--- src/rtl/core/scl_pkg.sv ---
// Shared types, codes, sizes and key maps of the scan-code line editor.
package scl_pkg;

	localparam int LINE_SIZE   = 64;
	localparam int IDX_W       = $clog2(LINE_SIZE);
	localparam int BYTE_W      = 8;
	localparam int CHAR_W      = 7;
	localparam int POS_W       = 6;
	localparam int EV_W        = 3;
	localparam int CMD_W       = 3;
	localparam int QUEUE_DEPTH = 2;
	localparam int QPTR_W      = $clog2(QUEUE_DEPTH);
	localparam int QCNT_W      = $clog2(QUEUE_DEPTH + 1);

	localparam logic [IDX_W-1:0] MAX_LEN = IDX_W'(LINE_SIZE - 1);

	localparam logic [EV_W-1:0] EV_NONE   = 3'd0;
	localparam logic [EV_W-1:0] EV_INSERT = 3'd1;
	localparam logic [EV_W-1:0] EV_DELETE = 3'd2;
	localparam logic [EV_W-1:0] EV_MOVE   = 3'd3;
	localparam logic [EV_W-1:0] EV_CHAR   = 3'd4;
	localparam logic [EV_W-1:0] EV_SUBMIT = 3'd5;

	localparam logic [CMD_W-1:0] CMD_NONE   = 3'd0;
	localparam logic [CMD_W-1:0] CMD_LEFT   = 3'd1;
	localparam logic [CMD_W-1:0] CMD_RIGHT  = 3'd2;
	localparam logic [CMD_W-1:0] CMD_DEL    = 3'd3;
	localparam logic [CMD_W-1:0] CMD_BKSP   = 3'd4;
	localparam logic [CMD_W-1:0] CMD_INS    = 3'd5;
	localparam logic [CMD_W-1:0] CMD_SUBMIT = 3'd6;

	localparam logic [BYTE_W-1:0] SC_PREFIX    = 8'hE0;
	localparam logic [BYTE_W-1:0] SC_RELEASE   = 8'h80;
	localparam logic [BYTE_W-1:0] SC_CODE_MASK = 8'h7F;
	localparam logic [BYTE_W-1:0] SC_LEFT      = 8'h4B;
	localparam logic [BYTE_W-1:0] SC_RIGHT     = 8'h4D;
	localparam logic [BYTE_W-1:0] SC_DELETE    = 8'h53;
	localparam logic [BYTE_W-1:0] SC_LSHIFT    = 8'h2A;
	localparam logic [BYTE_W-1:0] SC_RSHIFT    = 8'h36;
	localparam logic [BYTE_W-1:0] SC_BKSP      = 8'h0E;
	localparam logic [BYTE_W-1:0] SC_ENTER     = 8'h1C;

	typedef struct packed {
		logic [CMD_W-1:0]  kind;
		logic [CHAR_W-1:0] ch;
	} cmd_t;

	localparam logic [CHAR_W-1:0] KEYMAP_LO [0:63] = '{
		7'd0,   7'd27,  7'd49,  7'd50,  7'd51,  7'd52,  7'd53,  7'd54,
		7'd55,  7'd56,  7'd57,  7'd48,  7'd45,  7'd61,  7'd8,   7'd9,
		7'd113, 7'd119, 7'd101, 7'd114, 7'd116, 7'd121, 7'd117, 7'd105,
		7'd111, 7'd112, 7'd91,  7'd93,  7'd10,  7'd0,   7'd97,  7'd115,
		7'd100, 7'd102, 7'd103, 7'd104, 7'd106, 7'd107, 7'd108, 7'd59,
		7'd39,  7'd96,  7'd0,   7'd92,  7'd122, 7'd120, 7'd99,  7'd118,
		7'd98,  7'd110, 7'd109, 7'd44,  7'd46,  7'd47,  7'd0,   7'd42,
		7'd0,   7'd32,  7'd0,   7'd0,   7'd0,   7'd0,   7'd0,   7'd0
	};

	localparam logic [CHAR_W-1:0] KEYMAP_HI [0:63] = '{
		7'd0,   7'd27,  7'd33,  7'd64,  7'd35,  7'd36,  7'd37,  7'd94,
		7'd38,  7'd42,  7'd40,  7'd41,  7'd95,  7'd43,  7'd8,   7'd9,
		7'd81,  7'd87,  7'd69,  7'd82,  7'd84,  7'd89,  7'd85,  7'd73,
		7'd79,  7'd80,  7'd123, 7'd125, 7'd10,  7'd0,   7'd65,  7'd83,
		7'd68,  7'd70,  7'd71,  7'd72,  7'd74,  7'd75,  7'd76,  7'd58,
		7'd34,  7'd126, 7'd0,   7'd124, 7'd90,  7'd88,  7'd67,  7'd86,
		7'd66,  7'd78,  7'd77,  7'd60,  7'd62,  7'd63,  7'd0,   7'd42,
		7'd0,   7'd32,  7'd0,   7'd0,   7'd0,   7'd0,   7'd0,   7'd0
	};

	function automatic logic [CHAR_W-1:0] keymap(input logic [6:0] code, input logic upper);
		logic [CHAR_W-1:0] ch;
		ch = '0;
		if (!code[6]) begin
			ch = upper ? KEYMAP_HI[code[5:0]] : KEYMAP_LO[code[5:0]];
		end
		return ch;
	endfunction

endpackage

--- src/rtl/core/scancode_line_editor_top.sv ---
// Top level of the scan-code line editor: front end, command queue and edit engine.
//
// The block takes one set 1 scan byte per transfer on the scan channel and returns one or more
// results per byte on the result channel, the final one marked by last. The front end accepts a
// byte and queues up to two commands, so it keeps taking bytes while the edit engine works,
// until the queue is full. The edit engine answers a command that leaves the line as it is, or
// a cursor move, straight from idle; for an insert or a delete it then moves each character
// behind the cursor one at a time, as the single read port of the line memory allows. A submit
// reads each character of the line and then streams it out, holding while the result channel
// stalls, and ends with the end marker. No pass is needed after reset: the line memory is read
// only where it has been written.
module scancode_line_editor_top (
	input  logic                         clk,
	input  logic                         arst_n,
	input  logic                         scan_valid,
	output logic                         scan_stall,
	input  logic [scl_pkg::BYTE_W-1:0]   scan_byte,
	output logic                         res_valid,
	input  logic                         res_stall,
	output logic [scl_pkg::EV_W-1:0]     event_res,
	output logic [scl_pkg::CHAR_W-1:0]   char_code,
	output logic [scl_pkg::POS_W-1:0]    cursor_pos,
	output logic [scl_pkg::POS_W-1:0]    line_length,
	output logic                         last
);
	import scl_pkg::*;

	logic push_valid;
	cmd_t push_cmd;
	logic queue_full;
	logic queue_empty;
	logic pop;
	cmd_t pop_cmd;

	scl_front u_front (
		.clk        (clk),
		.arst_n     (arst_n),
		.scan_valid (scan_valid),
		.scan_stall (scan_stall),
		.scan_byte  (scan_byte),
		.push_valid (push_valid),
		.push_cmd   (push_cmd),
		.queue_full (queue_full)
	);

	scl_queue u_queue (
		.clk         (clk),
		.arst_n      (arst_n),
		.push_valid  (push_valid),
		.push_cmd    (push_cmd),
		.queue_full  (queue_full),
		.pop         (pop),
		.queue_empty (queue_empty),
		.pop_cmd     (pop_cmd)
	);

	scl_back u_back (
		.clk         (clk),
		.arst_n      (arst_n),
		.queue_empty (queue_empty),
		.pop_cmd     (pop_cmd),
		.pop         (pop),
		.res_valid   (res_valid),
		.res_stall   (res_stall),
		.event_res   (event_res),
		.char_code   (char_code),
		.cursor_pos  (cursor_pos),
		.line_length (line_length),
		.last        (last)
	);

endmodule

--- src/rtl/core/scl_ram.sv ---
// Generic single-write, single-read RAM with a registered read port.
module scl_ram #(
	parameter int WIDTH = 8,
	parameter int DEPTH = 64
) (
	input  logic                     clk,
	input  logic                     wr_en,
	input  logic [$clog2(DEPTH)-1:0] wr_addr,
	input  logic [WIDTH-1:0]         wr_data,
	input  logic                     rd_en,
	input  logic [$clog2(DEPTH)-1:0] rd_addr,
	output logic [WIDTH-1:0]         rd_data
);

	logic [WIDTH-1:0] mem_q [0:DEPTH-1];

	always_ff @(posedge clk) begin
		if (wr_en) begin
			mem_q[wr_addr] <= wr_data;
		end
		if (rd_en) begin
			rd_data <= mem_q[rd_addr];
		end
	end

endmodule

--- src/rtl/core/scl_front.sv ---
// Front end: takes scan bytes, tracks shift, prefix and repeat state, and issues edit commands.
module scl_front (
	input  logic                          clk,
	input  logic                          arst_n,
	input  logic                          scan_valid,
	output logic                          scan_stall,
	input  logic [scl_pkg::BYTE_W-1:0]    scan_byte,
	output logic                          push_valid,
	output scl_pkg::cmd_t                 push_cmd,
	input  logic                          queue_full
);
	import scl_pkg::*;

	logic              shift_q, shift_d;
	logic              prefix_q, prefix_d;
	logic [BYTE_W-1:0] prev_q, prev_d;
	logic [BYTE_W-1:0] code;
	logic [CHAR_W-1:0] mapped;
	cmd_t              cmd;

	assign scan_stall = queue_full;
	assign push_valid = scan_valid && !queue_full;
	assign push_cmd   = cmd;
	assign code       = scan_byte & SC_CODE_MASK;
	assign mapped     = keymap(scan_byte[6:0], shift_q);

	always_comb begin
		shift_d  = shift_q;
		prefix_d = prefix_q;
		prev_d   = prev_q;
		cmd.kind = CMD_NONE;
		cmd.ch   = '0;
		if (scan_byte != prev_q) begin
			prev_d = scan_byte;
			if (scan_byte == SC_PREFIX) begin
				prefix_d = 1'b1;
			end else if ((scan_byte & SC_RELEASE) != '0) begin
				if (code == SC_LSHIFT || code == SC_RSHIFT) begin
					shift_d = 1'b0;
				end
				prev_d = '0;
			end else if (prefix_q) begin
				prefix_d = 1'b0;
				case (scan_byte)
					SC_LEFT:   cmd.kind = CMD_LEFT;
					SC_RIGHT:  cmd.kind = CMD_RIGHT;
					SC_DELETE: cmd.kind = CMD_DEL;
					default:   cmd.kind = CMD_NONE;
				endcase
			end else if (scan_byte == SC_LSHIFT || scan_byte == SC_RSHIFT) begin
				shift_d = 1'b1;
			end else if (scan_byte == SC_BKSP) begin
				cmd.kind = CMD_BKSP;
			end else if (scan_byte == SC_ENTER) begin
				cmd.kind = CMD_SUBMIT;
			end else if (mapped != '0) begin
				cmd.kind = CMD_INS;
				cmd.ch   = mapped;
			end
		end
	end

	always_ff @(posedge clk or negedge arst_n) begin
		if (!arst_n) begin
			shift_q  <= 1'b0;
			prefix_q <= 1'b0;
			prev_q   <= '0;
		end else if (push_valid) begin
			shift_q  <= shift_d;
			prefix_q <= prefix_d;
			prev_q   <= prev_d;
		end
	end

endmodule

--- src/rtl/core/scl_queue.sv ---
// Short command queue between the front end and the edit engine.
module scl_queue (
	input  logic          clk,
	input  logic          arst_n,
	input  logic          push_valid,
	input  scl_pkg::cmd_t push_cmd,
	output logic          queue_full,
	input  logic          pop,
	output logic          queue_empty,
	output scl_pkg::cmd_t pop_cmd
);
	import scl_pkg::*;

	cmd_t              entry_q [0:QUEUE_DEPTH-1];
	logic [QPTR_W-1:0] wr_ptr_q;
	logic [QPTR_W-1:0] rd_ptr_q;
	logic [QCNT_W-1:0] cnt_q;
	logic              do_push;
	logic              do_pop;

	assign queue_full  = cnt_q == QCNT_W'(QUEUE_DEPTH);
	assign queue_empty = cnt_q == '0;
	assign pop_cmd     = entry_q[rd_ptr_q];
	assign do_push     = push_valid && !queue_full;
	assign do_pop      = pop && !queue_empty;

	always_ff @(posedge clk) begin
		if (do_push) begin
			entry_q[wr_ptr_q] <= push_cmd;
		end
	end

	always_ff @(posedge clk or negedge arst_n) begin
		if (!arst_n) begin
			wr_ptr_q <= '0;
			rd_ptr_q <= '0;
			cnt_q    <= '0;
		end else begin
			if (do_push) begin
				wr_ptr_q <= (wr_ptr_q == QPTR_W'(QUEUE_DEPTH - 1)) ? '0 : wr_ptr_q + 1'b1;
			end
			if (do_pop) begin
				rd_ptr_q <= (rd_ptr_q == QPTR_W'(QUEUE_DEPTH - 1)) ? '0 : rd_ptr_q + 1'b1;
			end
			if (do_push && !do_pop) begin
				cnt_q <= cnt_q + 1'b1;
			end else if (do_pop && !do_push) begin
				cnt_q <= cnt_q - 1'b1;
			end
		end
	end

endmodule

--- src/rtl/core/scl_back.sv ---
// Edit engine: applies commands to the line memory and drives the result register.
module scl_back (
	input  logic                         clk,
	input  logic                         arst_n,
	input  logic                         queue_empty,
	input  scl_pkg::cmd_t                pop_cmd,
	output logic                         pop,
	output logic                         res_valid,
	input  logic                         res_stall,
	output logic [scl_pkg::EV_W-1:0]     event_res,
	output logic [scl_pkg::CHAR_W-1:0]   char_code,
	output logic [scl_pkg::POS_W-1:0]    cursor_pos,
	output logic [scl_pkg::POS_W-1:0]    line_length,
	output logic                         last
);
	import scl_pkg::*;

	localparam logic [3:0] ST_IDLE    = 4'd0;
	localparam logic [3:0] ST_DEL     = 4'd1;
	localparam logic [3:0] ST_DEL_FIN = 4'd2;
	localparam logic [3:0] ST_INS     = 4'd3;
	localparam logic [3:0] ST_INS_FIN = 4'd4;
	localparam logic [3:0] ST_CHR     = 4'd5;
	localparam logic [3:0] ST_SUB_RD  = 4'd6;
	localparam logic [3:0] ST_SUB_OUT = 4'd7;
	localparam logic [3:0] ST_SUB_END = 4'd8;

	logic [3:0]        state_q, state_d;
	logic [IDX_W-1:0]  count_q, count_d;
	logic [IDX_W-1:0]  cursor_q, cursor_d;
	logic [IDX_W-1:0]  idx_q, idx_d;
	logic [IDX_W-1:0]  end_q, end_d;
	logic [IDX_W-1:0]  ins_pos_q, ins_pos_d;
	logic [CHAR_W-1:0] ins_char_q, ins_char_d;
	logic              pend_q, pend_d;
	logic [IDX_W-1:0]  pend_addr_q, pend_addr_d;

	logic              res_valid_q;
	logic [EV_W-1:0]   ev_q;
	logic [CHAR_W-1:0] ch_q;
	logic [POS_W-1:0]  pos_q;
	logic [POS_W-1:0]  len_q;
	logic              last_q;

	logic              out_free;
	logic              emit;
	logic [EV_W-1:0]   emit_ev;
	logic [CHAR_W-1:0] emit_ch;
	logic              emit_last;

	logic              wr_en;
	logic [IDX_W-1:0]  wr_addr;
	logic [CHAR_W-1:0] wr_data;
	logic              rd_en;
	logic [CHAR_W-1:0] rd_data;

	assign out_free    = !res_valid_q || !res_stall;
	assign res_valid   = res_valid_q;
	assign event_res   = ev_q;
	assign char_code   = ch_q;
	assign cursor_pos  = pos_q;
	assign line_length = len_q;
	assign last        = last_q;

	assign wr_en   = pend_q || (state_q == ST_CHR);
	assign wr_addr = pend_q ? pend_addr_q : ins_pos_q;
	assign wr_data = pend_q ? rd_data : ins_char_q;

	scl_ram #(
		.WIDTH(CHAR_W),
		.DEPTH(LINE_SIZE)
	) u_line_ram (
		.clk     (clk),
		.wr_en   (wr_en),
		.wr_addr (wr_addr),
		.wr_data (wr_data),
		.rd_en   (rd_en),
		.rd_addr (idx_q),
		.rd_data (rd_data)
	);

	always_comb begin
		state_d     = state_q;
		count_d     = count_q;
		cursor_d    = cursor_q;
		idx_d       = idx_q;
		end_d       = end_q;
		ins_pos_d   = ins_pos_q;
		ins_char_d  = ins_char_q;
		pend_d      = pend_q;
		pend_addr_d = pend_addr_q;
		emit        = 1'b0;
		emit_ev     = EV_NONE;
		emit_ch     = '0;
		emit_last   = 1'b1;
		pop         = 1'b0;
		rd_en       = 1'b0;
		case (state_q)
			ST_IDLE: begin
				if (!queue_empty && out_free) begin
					pop  = 1'b1;
					emit = 1'b1;
					case (pop_cmd.kind)
						CMD_LEFT: begin
							if (cursor_q != '0) begin
								cursor_d = cursor_q - 1'b1;
								emit_ev  = EV_MOVE;
							end
						end
						CMD_RIGHT: begin
							if (cursor_q < count_q) begin
								cursor_d = cursor_q + 1'b1;
								emit_ev  = EV_MOVE;
							end
						end
						CMD_DEL: begin
							if (cursor_q < count_q) begin
								emit_ev = EV_DELETE;
								count_d = count_q - 1'b1;
								if ((count_q - cursor_q) != IDX_W'(1)) begin
									idx_d   = cursor_q + 1'b1;
									end_d   = count_q - 1'b1;
									state_d = ST_DEL;
								end
							end
						end
						CMD_BKSP: begin
							if (cursor_q != '0) begin
								emit_ev  = EV_DELETE;
								count_d  = count_q - 1'b1;
								cursor_d = cursor_q - 1'b1;
								if (cursor_q < count_q) begin
									idx_d   = cursor_q;
									end_d   = count_q - 1'b1;
									state_d = ST_DEL;
								end
							end
						end
						CMD_INS: begin
							if (count_q < MAX_LEN) begin
								emit_ev    = EV_INSERT;
								emit_ch    = pop_cmd.ch;
								count_d    = count_q + 1'b1;
								cursor_d   = cursor_q + 1'b1;
								ins_pos_d  = cursor_q;
								ins_char_d = pop_cmd.ch;
								if (count_q != cursor_q) begin
									idx_d   = count_q - 1'b1;
									state_d = ST_INS;
								end else begin
									state_d = ST_CHR;
								end
							end
						end
						CMD_SUBMIT: begin
							emit     = 1'b0;
							count_d  = '0;
							cursor_d = '0;
							if (count_q != '0) begin
								idx_d   = '0;
								end_d   = count_q - 1'b1;
								state_d = ST_SUB_RD;
							end else begin
								state_d = ST_SUB_END;
							end
						end
						default: begin
							emit_ev = EV_NONE;
						end
					endcase
				end
			end
			ST_DEL: begin
				rd_en       = 1'b1;
				pend_d      = 1'b1;
				pend_addr_d = idx_q - 1'b1;
				if (idx_q == end_q) begin
					state_d = ST_DEL_FIN;
				end else begin
					idx_d = idx_q + 1'b1;
				end
			end
			ST_DEL_FIN: begin
				pend_d  = 1'b0;
				state_d = ST_IDLE;
			end
			ST_INS: begin
				rd_en       = 1'b1;
				pend_d      = 1'b1;
				pend_addr_d = idx_q + 1'b1;
				if (idx_q == ins_pos_q) begin
					state_d = ST_INS_FIN;
				end else begin
					idx_d = idx_q - 1'b1;
				end
			end
			ST_INS_FIN: begin
				pend_d  = 1'b0;
				state_d = ST_CHR;
			end
			ST_CHR: begin
				state_d = ST_IDLE;
			end
			ST_SUB_RD: begin
				rd_en   = 1'b1;
				state_d = ST_SUB_OUT;
			end
			ST_SUB_OUT: begin
				if (out_free) begin
					emit      = 1'b1;
					emit_ev   = EV_CHAR;
					emit_ch   = rd_data;
					emit_last = 1'b0;
					if (idx_q == end_q) begin
						state_d = ST_SUB_END;
					end else begin
						idx_d   = idx_q + 1'b1;
						state_d = ST_SUB_RD;
					end
				end
			end
			ST_SUB_END: begin
				if (out_free) begin
					emit    = 1'b1;
					emit_ev = EV_SUBMIT;
					state_d = ST_IDLE;
				end
			end
			default: begin
				state_d = ST_IDLE;
			end
		endcase
	end

	always_ff @(posedge clk or negedge arst_n) begin
		if (!arst_n) begin
			state_q     <= ST_IDLE;
			count_q     <= '0;
			cursor_q    <= '0;
			pend_q      <= 1'b0;
			res_valid_q <= 1'b0;
		end else begin
			state_q  <= state_d;
			count_q  <= count_d;
			cursor_q <= cursor_d;
			pend_q   <= pend_d;
			if (emit) begin
				res_valid_q <= 1'b1;
			end else if (!res_stall) begin
				res_valid_q <= 1'b0;
			end
		end
	end

	always_ff @(posedge clk) begin
		idx_q       <= idx_d;
		end_q       <= end_d;
		ins_pos_q   <= ins_pos_d;
		ins_char_q  <= ins_char_d;
		pend_addr_q <= pend_addr_d;
		if (emit) begin
			ev_q   <= emit_ev;
			ch_q   <= emit_ch;
			pos_q  <= POS_W'(cursor_d);
			len_q  <= POS_W'(count_d);
			last_q <= emit_last;
		end
	end

endmodule

--- config.mk ---
export PLATFORM = sky130hd
export DESIGN_NAME = scancode_line_editor_top
export DESIGN_NICKNAME = d
export VERILOG_FILES = /design/src/rtl/core/scl_pkg.sv /design/src/rtl/core/scancode_line_editor_top.sv /design/src/rtl/core/scl_ram.sv /design/src/rtl/core/scl_front.sv /design/src/rtl/core/scl_queue.sv /design/src/rtl/core/scl_back.sv
export SDC_FILE = /design/constraint.sdc
export NUM_CORES = 1
export LEC_CHECK = 0
export ABC_AREA = 0
export ABC_CLOCK_PERIOD_IN_PS = 5100
export BUFFER_PORTS_ARGS = -buffer_cell sky130_fd_sc_hd__buf_2
export CAP_MARGIN = 0
export CORE_MARGIN = 5
export CORE_UTILIZATION = 35
export CTS_CLUSTER_DIAMETER = 150
export DETAILED_ROUTE_END_ITERATION = 12
export GPL_TIMING_DRIVEN = 0
export PLACE_DENSITY = 0.49
export SYNTH_ARGS = -nofsm -noshare
export SYNTH_HDL_FRONTEND = slang
export SYNTH_SLANG_ARGS = --single-unit
--- constraint.sdc ---
create_clock -name clk -period 5.1 [get_ports clk]
set_clock_uncertainty 0.1 [all_clocks]
set_input_delay 0.765 -clock clk [delete_from_list [all_inputs] [get_ports clk]]
set_output_delay 0.765 -clock clk [all_outputs]
set_load 0.02 [all_outputs]
==> impl_summary.log, run 1 <==
INFO  metric status = finished clean
INFO  metric placed_cells = between 2000 and 2500
INFO  metric post_synth_instance_area = 24940 um2
INFO  metric final_cell_count_no_fill = 2608
INFO  metric global_route.usage.total = around 16%
INFO  metric cp-end-kind = flop
INFO  metric path_clk_slew = around 60 ps
INFO  metric final.setup.worst_slack = approximately 1000 ps
INFO  metric avgSynthCellArea = approximately 16 um2
INFO  metric period_share = 79.63%
INFO  metric worst_setup_path_start_kind = flop
INFO  metric max_cap_viol_count = 0
INFO  metric worst_path_most_repeated_cell = clkbuf_1
INFO  metric max_clock_freq = between 200 and 250 MHz
INFO  metric setup.worst_path.class = flop to flop
INFO  metric post_drt_via_cell_ratio = 5.537
INFO  metric grt_most_used_layer = met2
INFO  metric area_growth_syn_to_layout = 13.50%
INFO  metric synth-edff-count = approximately 530
INFO  metric die_height = 276.9 um
INFO  metric finalSetupViolCount = 0
INFO  metric routed-via-count = approximately 14000
INFO  metric syn-num-nets = 1560
INFO  metric grt_antenna_before_repair = 0
INFO  metric design.core.area = ~70000 um2
INFO  metric synth-simple-area-share = between 6 and 7%
INFO  metric pin_count_of_the_biggest_net_entering_global_routing = 65
INFO  metric drt_pre_antenna_iters = 6
INFO  metric overflow = 0
INFO  metric yosys-top-cells-area = edfxtp_1 64%, mux4_2 13%, dfrtp_1 3.2%
INFO  metric clkSinkCount = around 560
INFO  metric path_max_fanout = 9
INFO  metric cp_slowest_cell = a2111oi_1
INFO  metric synth-compound-area-share = 6.477%
INFO  metric post_synth_xor_area_fraction = about 1.6%
INFO  metric die_area = between 70000 and 80000 um2
INFO  metric drt_first_iter_violations = approximately 1300
INFO  metric timing.final.hold_violations = 0
INFO  metric finalMaxSlewViolations = 0
INFO  metric synth_async_reset_ratio = under 10%
INFO  metric synth.yosys.seq_area_share = 66.91%
INFO  metric cp.arrival = 4280 ps
INFO  metric layout.cell_area.non_filler = 28310 um2
INFO  metric ctsLongestPathBuffers = 3
INFO  metric post-synth-top-area-cell = edfxtp_1
INFO  metric cts_made_buffers = 60
INFO  metric postPlaceCellArea = 26320 um2
INFO  metric rsz_0062_raised_after_global_routing = no
INFO  metric synth_flop_cell = edfxtp_1
INFO  metric ctsRootBufferMaster = clkbuf_16
INFO  metric worst_hold_path_type = primary input to async pin
INFO  metric antenna_left = 0
INFO  metric gp_routability_congestion = roughly 0.9
INFO  metric hpwl_detailed = 43490 um
INFO  metric die-width = approximately 280 um
INFO  metric cellLeakagePower = approximately 9.1 nW
INFO  metric postCtsHoldBufs = 0
INFO  metric met3_usage = approximately 2.2%
INFO  metric drt-wirelength-per-cell = approximately 25 um
INFO  metric timing.final.crit_period = roughly 4000 ps
INFO  metric met2_routing_resource_usage_after_global_routing = 26.42%
INFO  metric startpoint_of_the_worst_slack_reg_to_reg_timing_path = u_back.cursor_q[3]
INFO  metric io_buffers = 35
INFO  metric vdd_ir_drop_max = around 0.00028 V
INFO  metric i_o_pin_count = 37
INFO  metric synth-seq-cells = between 500 and 600
INFO  metric crit_path_max_incr_delay = roughly 730 ps
INFO  metric synth.top_cells.by_count = 529 x edfxtp_1, 148 x mux4_2, 122 x nor2_1, 68 x nand2_1
INFO  metric synth-adder-area-share = approximately 1.5%
INFO  metric worst_slew_pin_slew = between 1000 and 1500 ps
INFO  metric yosysWarnings = 0
INFO  metric cts_htree_levels = 2
INFO  metric first_global_vias = 14370
INFO  metric portion_of_synthesized_cell_area_occupied_by_the_leading_cell_type = roughly 64%
INFO  metric minimum_setup_slack_after_placement = between 500 and 600 ps
INFO  metric cp_data_required_time = around 5300 ps
INFO  metric cts.repair_timing.setup_buffer_count = 0
INFO  metric tritoncts = yes
INFO  metric yosys.cell_count.top_type = edfxtp_1
INFO  metric grt_first_pass_wirelength = 96440 um
INFO  metric crit_chain = clkbuf_1 -> inv_1 -> ha_1 -> nor2_1 -> a21oi_1 -> o31a_1 -> clkbuf_1 -> a221o_1 -> nand3_1 -> a2111oi_1 -> buf_2
INFO  metric clk_latency = between 600 and 700 ps
INFO  metric num-nets-final = about 1700
INFO  metric floorplan.rows = between 90 and 100
INFO  metric power_density = approximately 630 nW/um2
INFO  metric synth_cell_types = 73
INFO  metric synth.area.mux_share = 15.14%
INFO  metric post_route_cells_drive_above_1_share = roughly a fifth
INFO  metric timing.max_slew.rel_slack = approximately a tenth
INFO  metric initial_utilization = 35.43%
INFO  metric diodes = 0
INFO  metric drt-total-wl = 65030 um
INFO  metric drc_errors = 0
INFO  metric synth_top_family_by_area = multiplexers
INFO  metric use_met1 = 23.59%
INFO  metric origin_of_the_worst_setup_path = u_back.cursor_q[3]
INFO  metric setup_tns_final = 0 ps
INFO  metric cts_resized = 0
INFO  metric postSynthCellCount = 1519
stage by stage:
step | power [mW] | hold slack [ps] | util [%]
2_1_floorplan | 11.12 | 323.1 | -
4_1_cts | 17.96 | 125.9 | 40.17
5_1_grt | 18.59 | 181.3 | 40.21
3_3_place_gp | 13.47 | 378.3 | 37.35
3_5_place_dp | 13.56 | 381.6 | 37.38
6_report | 17.75 | 139.4 | 40.21
power breakdown:
part,switching [mW],total [mW],leakage (nW),internal [mW]
Sequential,0.268,6.73,5.21,6.46
Clock,1.83,4.35,0.940,2.52
Combinational,4.23,6.67,2.98,2.44
cell usage in the layout, fill, tap and decap left out, drive strengths merged, types with 8 or more instances in the layout:
cell type and count:
xnor2 31, o22ai 11, a31oi 16, edfxtp 529, a21oi 44, mux2 26
nor2b 14, inv 43, nand4 8, o21ai 63, mux4 148, xor2 15
clkinv 24, nor2 123, a221oi 8, nand3 37, dfrtp 32, nand2 68
a211oi 9, nor4 10, clkbuf 128, and3 9, buf 69, a22o 11
ha 28, nor3 20, nand2b 16, mux2i 15
critical path, delay by kind of cell (launching register included):
family,cells,cell delay [ps]
AOI/OAI and AO/OA,4,1410
adders and majority gates,1,400
buffers and inverters,4,1230
DFF,1,430
and+or+nand+nor,2,190
final timing paths:
check / cells after the start / endpoint / slack (ps)
worst max-delay path: 11 / u_back.idx_q[2] / 1040
worst max register to register: 11 / u_back.idx_q[2] / 1040
worst min register to register: 1 / u_queue.cnt_q[1] / 400
min in group clk: 3 / u_front.prev_q[2] / 380
max in group asynchronous: 1 / u_back.pend_q / 4190
worst min-delay path: 1 / u_front.prev_q[3] / 140
flip-flops by register name (all words and copies together), names as in the netlist, 2 cells and up:
register,count
u_back.cursor_pos,6
u_front.prev_q,8
u_back.line_length,6
u_back.idx_q,6
u_back.ins_char_q,7
u_back.end_q,6
u_back.ins_pos_q,6
u_back.state_q,4
u_back.event_res,3
u_back.count_q,6
u_queue.cnt_q,2
u_back.u_line_ram.rd_data,7
u_back.char_code,7
u_back.u_line_ram.mem_q,448
u_back.cursor_q,6
u_back.pend_addr_q,6
u_queue.entry_q,20
logic make-up (layout without fill, tap and decap cells):
kind of cell | Yosys count | count (layout)
flops | 561 | 561
fa+ha+maj | 29 | 29
simple gates | 327 | 327
buf+inv | 127 | 276
compound gates | 240 | 240
xor+xnor | 46 | 46
mux | 189 | 189
per-layer routing:
layer	routed length [um]	up-vias
met3	3237	109
li1	-	6321
met1	29100	7555
met5	0	-
met2	30810	456
met4	1878	0
layout make-up:
| class | count | area [um2] |
|---|---|---|
| Buffer | 85 | 397.9 |
| Clock buffer | 74 | 1554 |
| Clock inverter | 37 | 409.1 |
| Fill cell | 6505 | 42090 |
| Inverter | 42 | 157.7 |
| Multi-Input combinational cell | 831 | 7710 |
| Sequential cell | 561 | 16690 |
| Tap cell | 940 | 1176 |
| Timing Repair Buffer | 38 | 215.2 |
(Power assumes the default switching activity.)
==> run 2, diff against run 1 <==
--- a/config.mk
+++ b/config.mk
@@ -5,8 +5,8 @@
 export SDC_FILE = /design/constraint.sdc
 export NUM_CORES = 1
 export LEC_CHECK = 0
-export ABC_AREA = 0
-export ABC_CLOCK_PERIOD_IN_PS = 5100
+export ABC_AREA = 1
+export ABC_CLOCK_PERIOD_IN_PS = 3800
 export BUFFER_PORTS_ARGS = -buffer_cell sky130_fd_sc_hd__buf_2
 export CAP_MARGIN = 0
 export CORE_MARGIN = 5
==> constraint.sdc (replaced) <==
create_clock -name clk -period 3.8 [get_ports clk]
set_clock_uncertainty 0.1 [all_clocks]
set_input_delay 0.57 -clock clk [delete_from_list [all_inputs] [get_ports clk]]
set_output_delay 0.57 -clock clk [all_outputs]
set_load 0.02 [all_outputs]
==> run 2 against run 1 <==
  * Power is 47% higher
  * Non-clock buffer count is 40 higher
  * First-iteration DRC count is 43% higher
  * Maximum frequency is 8.6% higher
  * Global-route usage is 5.7 points higher
  * Sequential share of layout area is 0.88 points lower
  * Setup slack worse by 980 ps
  * Combinational power is 66% higher
  * Design area is 1.5% higher
  * Largest power group is now combinational cells
==> impl_summary.log, run 2 <==
INFO  metric synth-compound-area-share = 11.67% (+5.2 points)
INFO  metric vdd_ir_drop_max = 0.0005862 V (+110%)
INFO  metric max_clock_freq = 267.4 MHz (+8.6%)
INFO  metric fillerInstances = 6921 (+6.4%)
INFO  metric tritoncts = yes
INFO  metric synth-seq-cells = 561 (unchanged)
INFO  metric overflow = 0 (unchanged)
INFO  metric drt-total-wl = 88290 um (+36%)
INFO  metric synth-edff-count = 529 (unchanged)
INFO  metric postSynthCellCount = 2275 (+50%)
INFO  metric post_drt_via_cell_ratio = 5.541 (about the same)
INFO  metric post_synth_xor_area_fraction = 1.075% (-0.54 points)
INFO  metric clk_latency = 650 ps (about the same)
INFO  metric cts_htree_levels = 2 (unchanged)
INFO  metric post-synth-top-area-cell = edfxtp_1
INFO  metric rsz_0062_raised_after_global_routing = no
INFO  metric die_height = 278.7 um (+0.62%)
INFO  metric die-width = 278.7 um (+0.62%)
INFO  metric portion_of_synthesized_cell_area_occupied_by_the_leading_cell_type = 62.89% (-0.81 points)
INFO  metric first_global_vias = 18420 (+28%)
INFO  metric final_cell_count_no_fill = 3375 (+29%)
INFO  metric grt_antenna_before_repair = 0 (unchanged)
INFO  metric layout_commonest_cell = edfxtp_1
INFO  metric synth_flop_cell = edfxtp_1
INFO  metric drt_first_iter_violations = 1876 (+43%)
INFO  metric gp_routability_congestion = 0.9719 (+9.9%)
INFO  metric setup.worst_path.class = flop to flop
INFO  metric finalSetupViolCount = 0 (unchanged)
INFO  metric antenna_left = 0 (unchanged)
INFO  metric i_o_pin_count = 37 (unchanged)
INFO  metric routed-via-count = 18700 (+29%)
INFO  metric cp_data_required_time = 4160 ps (-1160 ps)
INFO  metric synth-adder-area-share = 1.466% (-0.019 points)
INFO  metric cts_made_buffers = 60 (unchanged)
INFO  metric total_power = 26.15 mW (+47%)
INFO  metric area_growth_syn_to_layout = 13.75%
INFO  metric minimum_setup_slack_after_placement = 254.3 ps (-293.7 ps)
INFO  metric syn-num-nets = 2316 (+48%)
INFO  metric initial_utilization = 35.34% (-0.092 points)
INFO  metric hpwl_detailed = 61690 um (+42%)
INFO  metric max_cap_viol_count = 0 (unchanged)
INFO  metric path_max_fanout = 10 (+1)
INFO  metric worst_hold_path_type = primary input to flop
INFO  metric ctsLongestPathBuffers = 3 (unchanged)
INFO  metric final_core_utilization = 40.19% (about the same)
INFO  metric grt_first_pass_wirelength = 128000 um (+33%)
INFO  metric timing.hold.ws = 247.3 ps (+108.0 ps)
INFO  metric die_area = 77650 um2 (+1.2%)
INFO  metric synth-simple-area-share = 15.62% (+9.5 points)
INFO  metric final.setup.worst_slack = 60.90 ps (-977.7 ps)
INFO  metric drt_pre_antenna_iters = 5 (-1)
INFO  metric pin_count_of_the_biggest_net_entering_global_routing = 65 (unchanged)
INFO  metric cp.arrival = 4100 ps (-180 ps)
INFO  metric ctsRootBufferMaster = clkbuf_16
INFO  metric cts_resized = 0 (unchanged)
INFO  metric avgSynthCellArea = 11.10 um2 (-32%)
INFO  metric diodes = 0 (unchanged)
INFO  metric yosysWarnings = 0 (unchanged)
INFO  metric drt-wirelength-per-cell = 26.16 um (+4.9%)
INFO  metric floorplan.rows = 98 (+1.0%)
INFO  metric clkSinkCount = 561 (unchanged)
INFO  metric cp-end-kind = flop
INFO  metric power_density = 910.0 nW/um2 (+45%)
INFO  metric yosys-top-cells-area = edfxtp_1 63%, nor2_1 6.1%, o21ai_0 5.4%
INFO  metric worst_slew_pin_slew = 1253 ps (-91.31 ps)
INFO  metric synth_cell_types = 51 (-30%)
INFO  metric synth_top_family_by_area = simple AND/OR/NAND/NOR gates
INFO  metric finalMaxSlewViolations = 0 (unchanged)
INFO  metric design.core.area = 71490 um2 (+1.6%)
INFO  metric period_share = 98.40% (+19 points)
INFO  metric layout_common_cells = 529 x edfxtp_1, 408 x nor2_1, 271 x o21ai_0
INFO  metric post_synth_instance_area = 25260 um2 (+1.3%)
INFO  metric io_buffers = 33 (-5.7%)
INFO  metric placed_cells = 3264 (+31%)
INFO  metric synth_async_reset_ratio = 5.704% (unchanged)
INFO  metric synth.area.mux_share = 0% (-15 points)
INFO  metric num-nets-final = 2418 (+46%)
INFO  metric largest_register_ff_count = 448 (unchanged)
INFO  metric layout.cell_area.non_filler = 28730 um2 (+1.5%)
INFO  metric global_route.usage.total = 22.15% (+5.7 points)
INFO  metric timing.final.crit_period = 3739 ps (-322.3 ps)
INFO  metric post_route_cells_drive_above_1_share = 9.402% (-11 points)
INFO  metric setup_tns_final = 0 ps (unchanged)
INFO  metric layout_top_registers = u_back.u_line_ram.mem_q x448, u_queue.entry_q x20, u_front.prev_q x8
INFO  metric timing.final.hold_violations = 0 (unchanged)
INFO  metric yosys.cell_count.top_type = edfxtp_1
INFO  metric path_clk_slew = 60 ps (about the same)
INFO  metric timing.max_slew.rel_slack = 16.13% (+5.8 points)
INFO  metric worst_setup_path_start_kind = flop
INFO  metric postPlaceCellArea = 26770 um2 (+1.7%)
INFO  metric cellLeakagePower = 10.02 nW (+9.8%)
INFO  metric synth.top_cells.by_count = 529 x edfxtp_1, 408 x nor2_1, 271 x o21ai_0, 268 x nand2_1, 170 x nand3_1
INFO  metric drc_errors = 0 (unchanged)
INFO  metric max_flop_register = u_back.u_line_ram.mem_q
INFO  metric synth.yosys.seq_area_share = 66.06% (-0.85 points)
INFO  metric status = finished clean
==> run 2: final cells by class <==
cell class	count	area, um2	area share [%]
plain buffers	123	528.0	1.838
well taps	950	1189	4.137
repair buffers	40	297.8	1.036
clock inverters	35	375.4	1.306
flip-flops and latches	561	16690	58.07
multi-input cells	1456	7569	26.34
inverters	135	509.2	1.772
clock buffers	75	1579	5.496
==> run 2: timing repair <==
action | 4_1_cts | 5_1_grt
hold buffers | 1 | 0
buffers inserted | 0 | 0
hold endpoints to repair | 32 | 0
==> run 2: report_power, final <==
group / switching (mW) / internal [mW] / leakage [nW]
Clock: 2.49 / 3.41 / 0.943
Sequential: 0.345 / 8.77 / 5.22
Combinational: 8.57 / 2.57 / 3.86
==> run 2: kinds of logic after synthesis <==
group                      after synthesis
DFF                                    561
buffers and inverters                  258
AOI/OAI and AO/OA                      474
adders and majority gates               29
and+or+nand+nor                        922
xor gates and xnor gates                31
==> run 2: worst max-delay path, cell delays in order (launching register included) <==
cell      delay, ps
edfxtp_1        380
buf_2           240
inv_1           520
buf_2           500
clkbuf_1        570
o21ai_0         190
o221ai_1        360
nand3_1         140
nand3_1         220
nand3_1         170
nand2_1         180
==> run 2: path summary, 6_finish.rpt <==
| kind | start | to | slack (ps) | cells past startpoint |
|---|---|---|---|---|
| worst max-delay path | u_back.idx_q[1] | u_back.u_line_ram.rd_data[5] | 60 | 10 |
| worst min-delay path | scan_byte[7] | u_front.shift_q | 250 | 2 |
| worst max register to register | u_back.idx_q[1] | u_back.u_line_ram.rd_data[5] | 60 | 10 |
| worst min register to register | u_back.cursor_q[3] | u_back.ins_pos_q[3] | 360 | 0 |
| max in group asynchronous | arst_n | u_front.prev_q[2] | 2580 | 2 |
| min in group asynchronous | arst_n | u_back.count_q[4] | 480 | 2 |
==> run 2: routing by layer <==
layer	global-route usage (%)	up-vias	share of wire, %
met5	0	-	0
met4	7.341	0	3.5
met3	3.445	158	7.3
met2	36.24	825	47
met1	30.45	9298	42
li1	-	8419	-
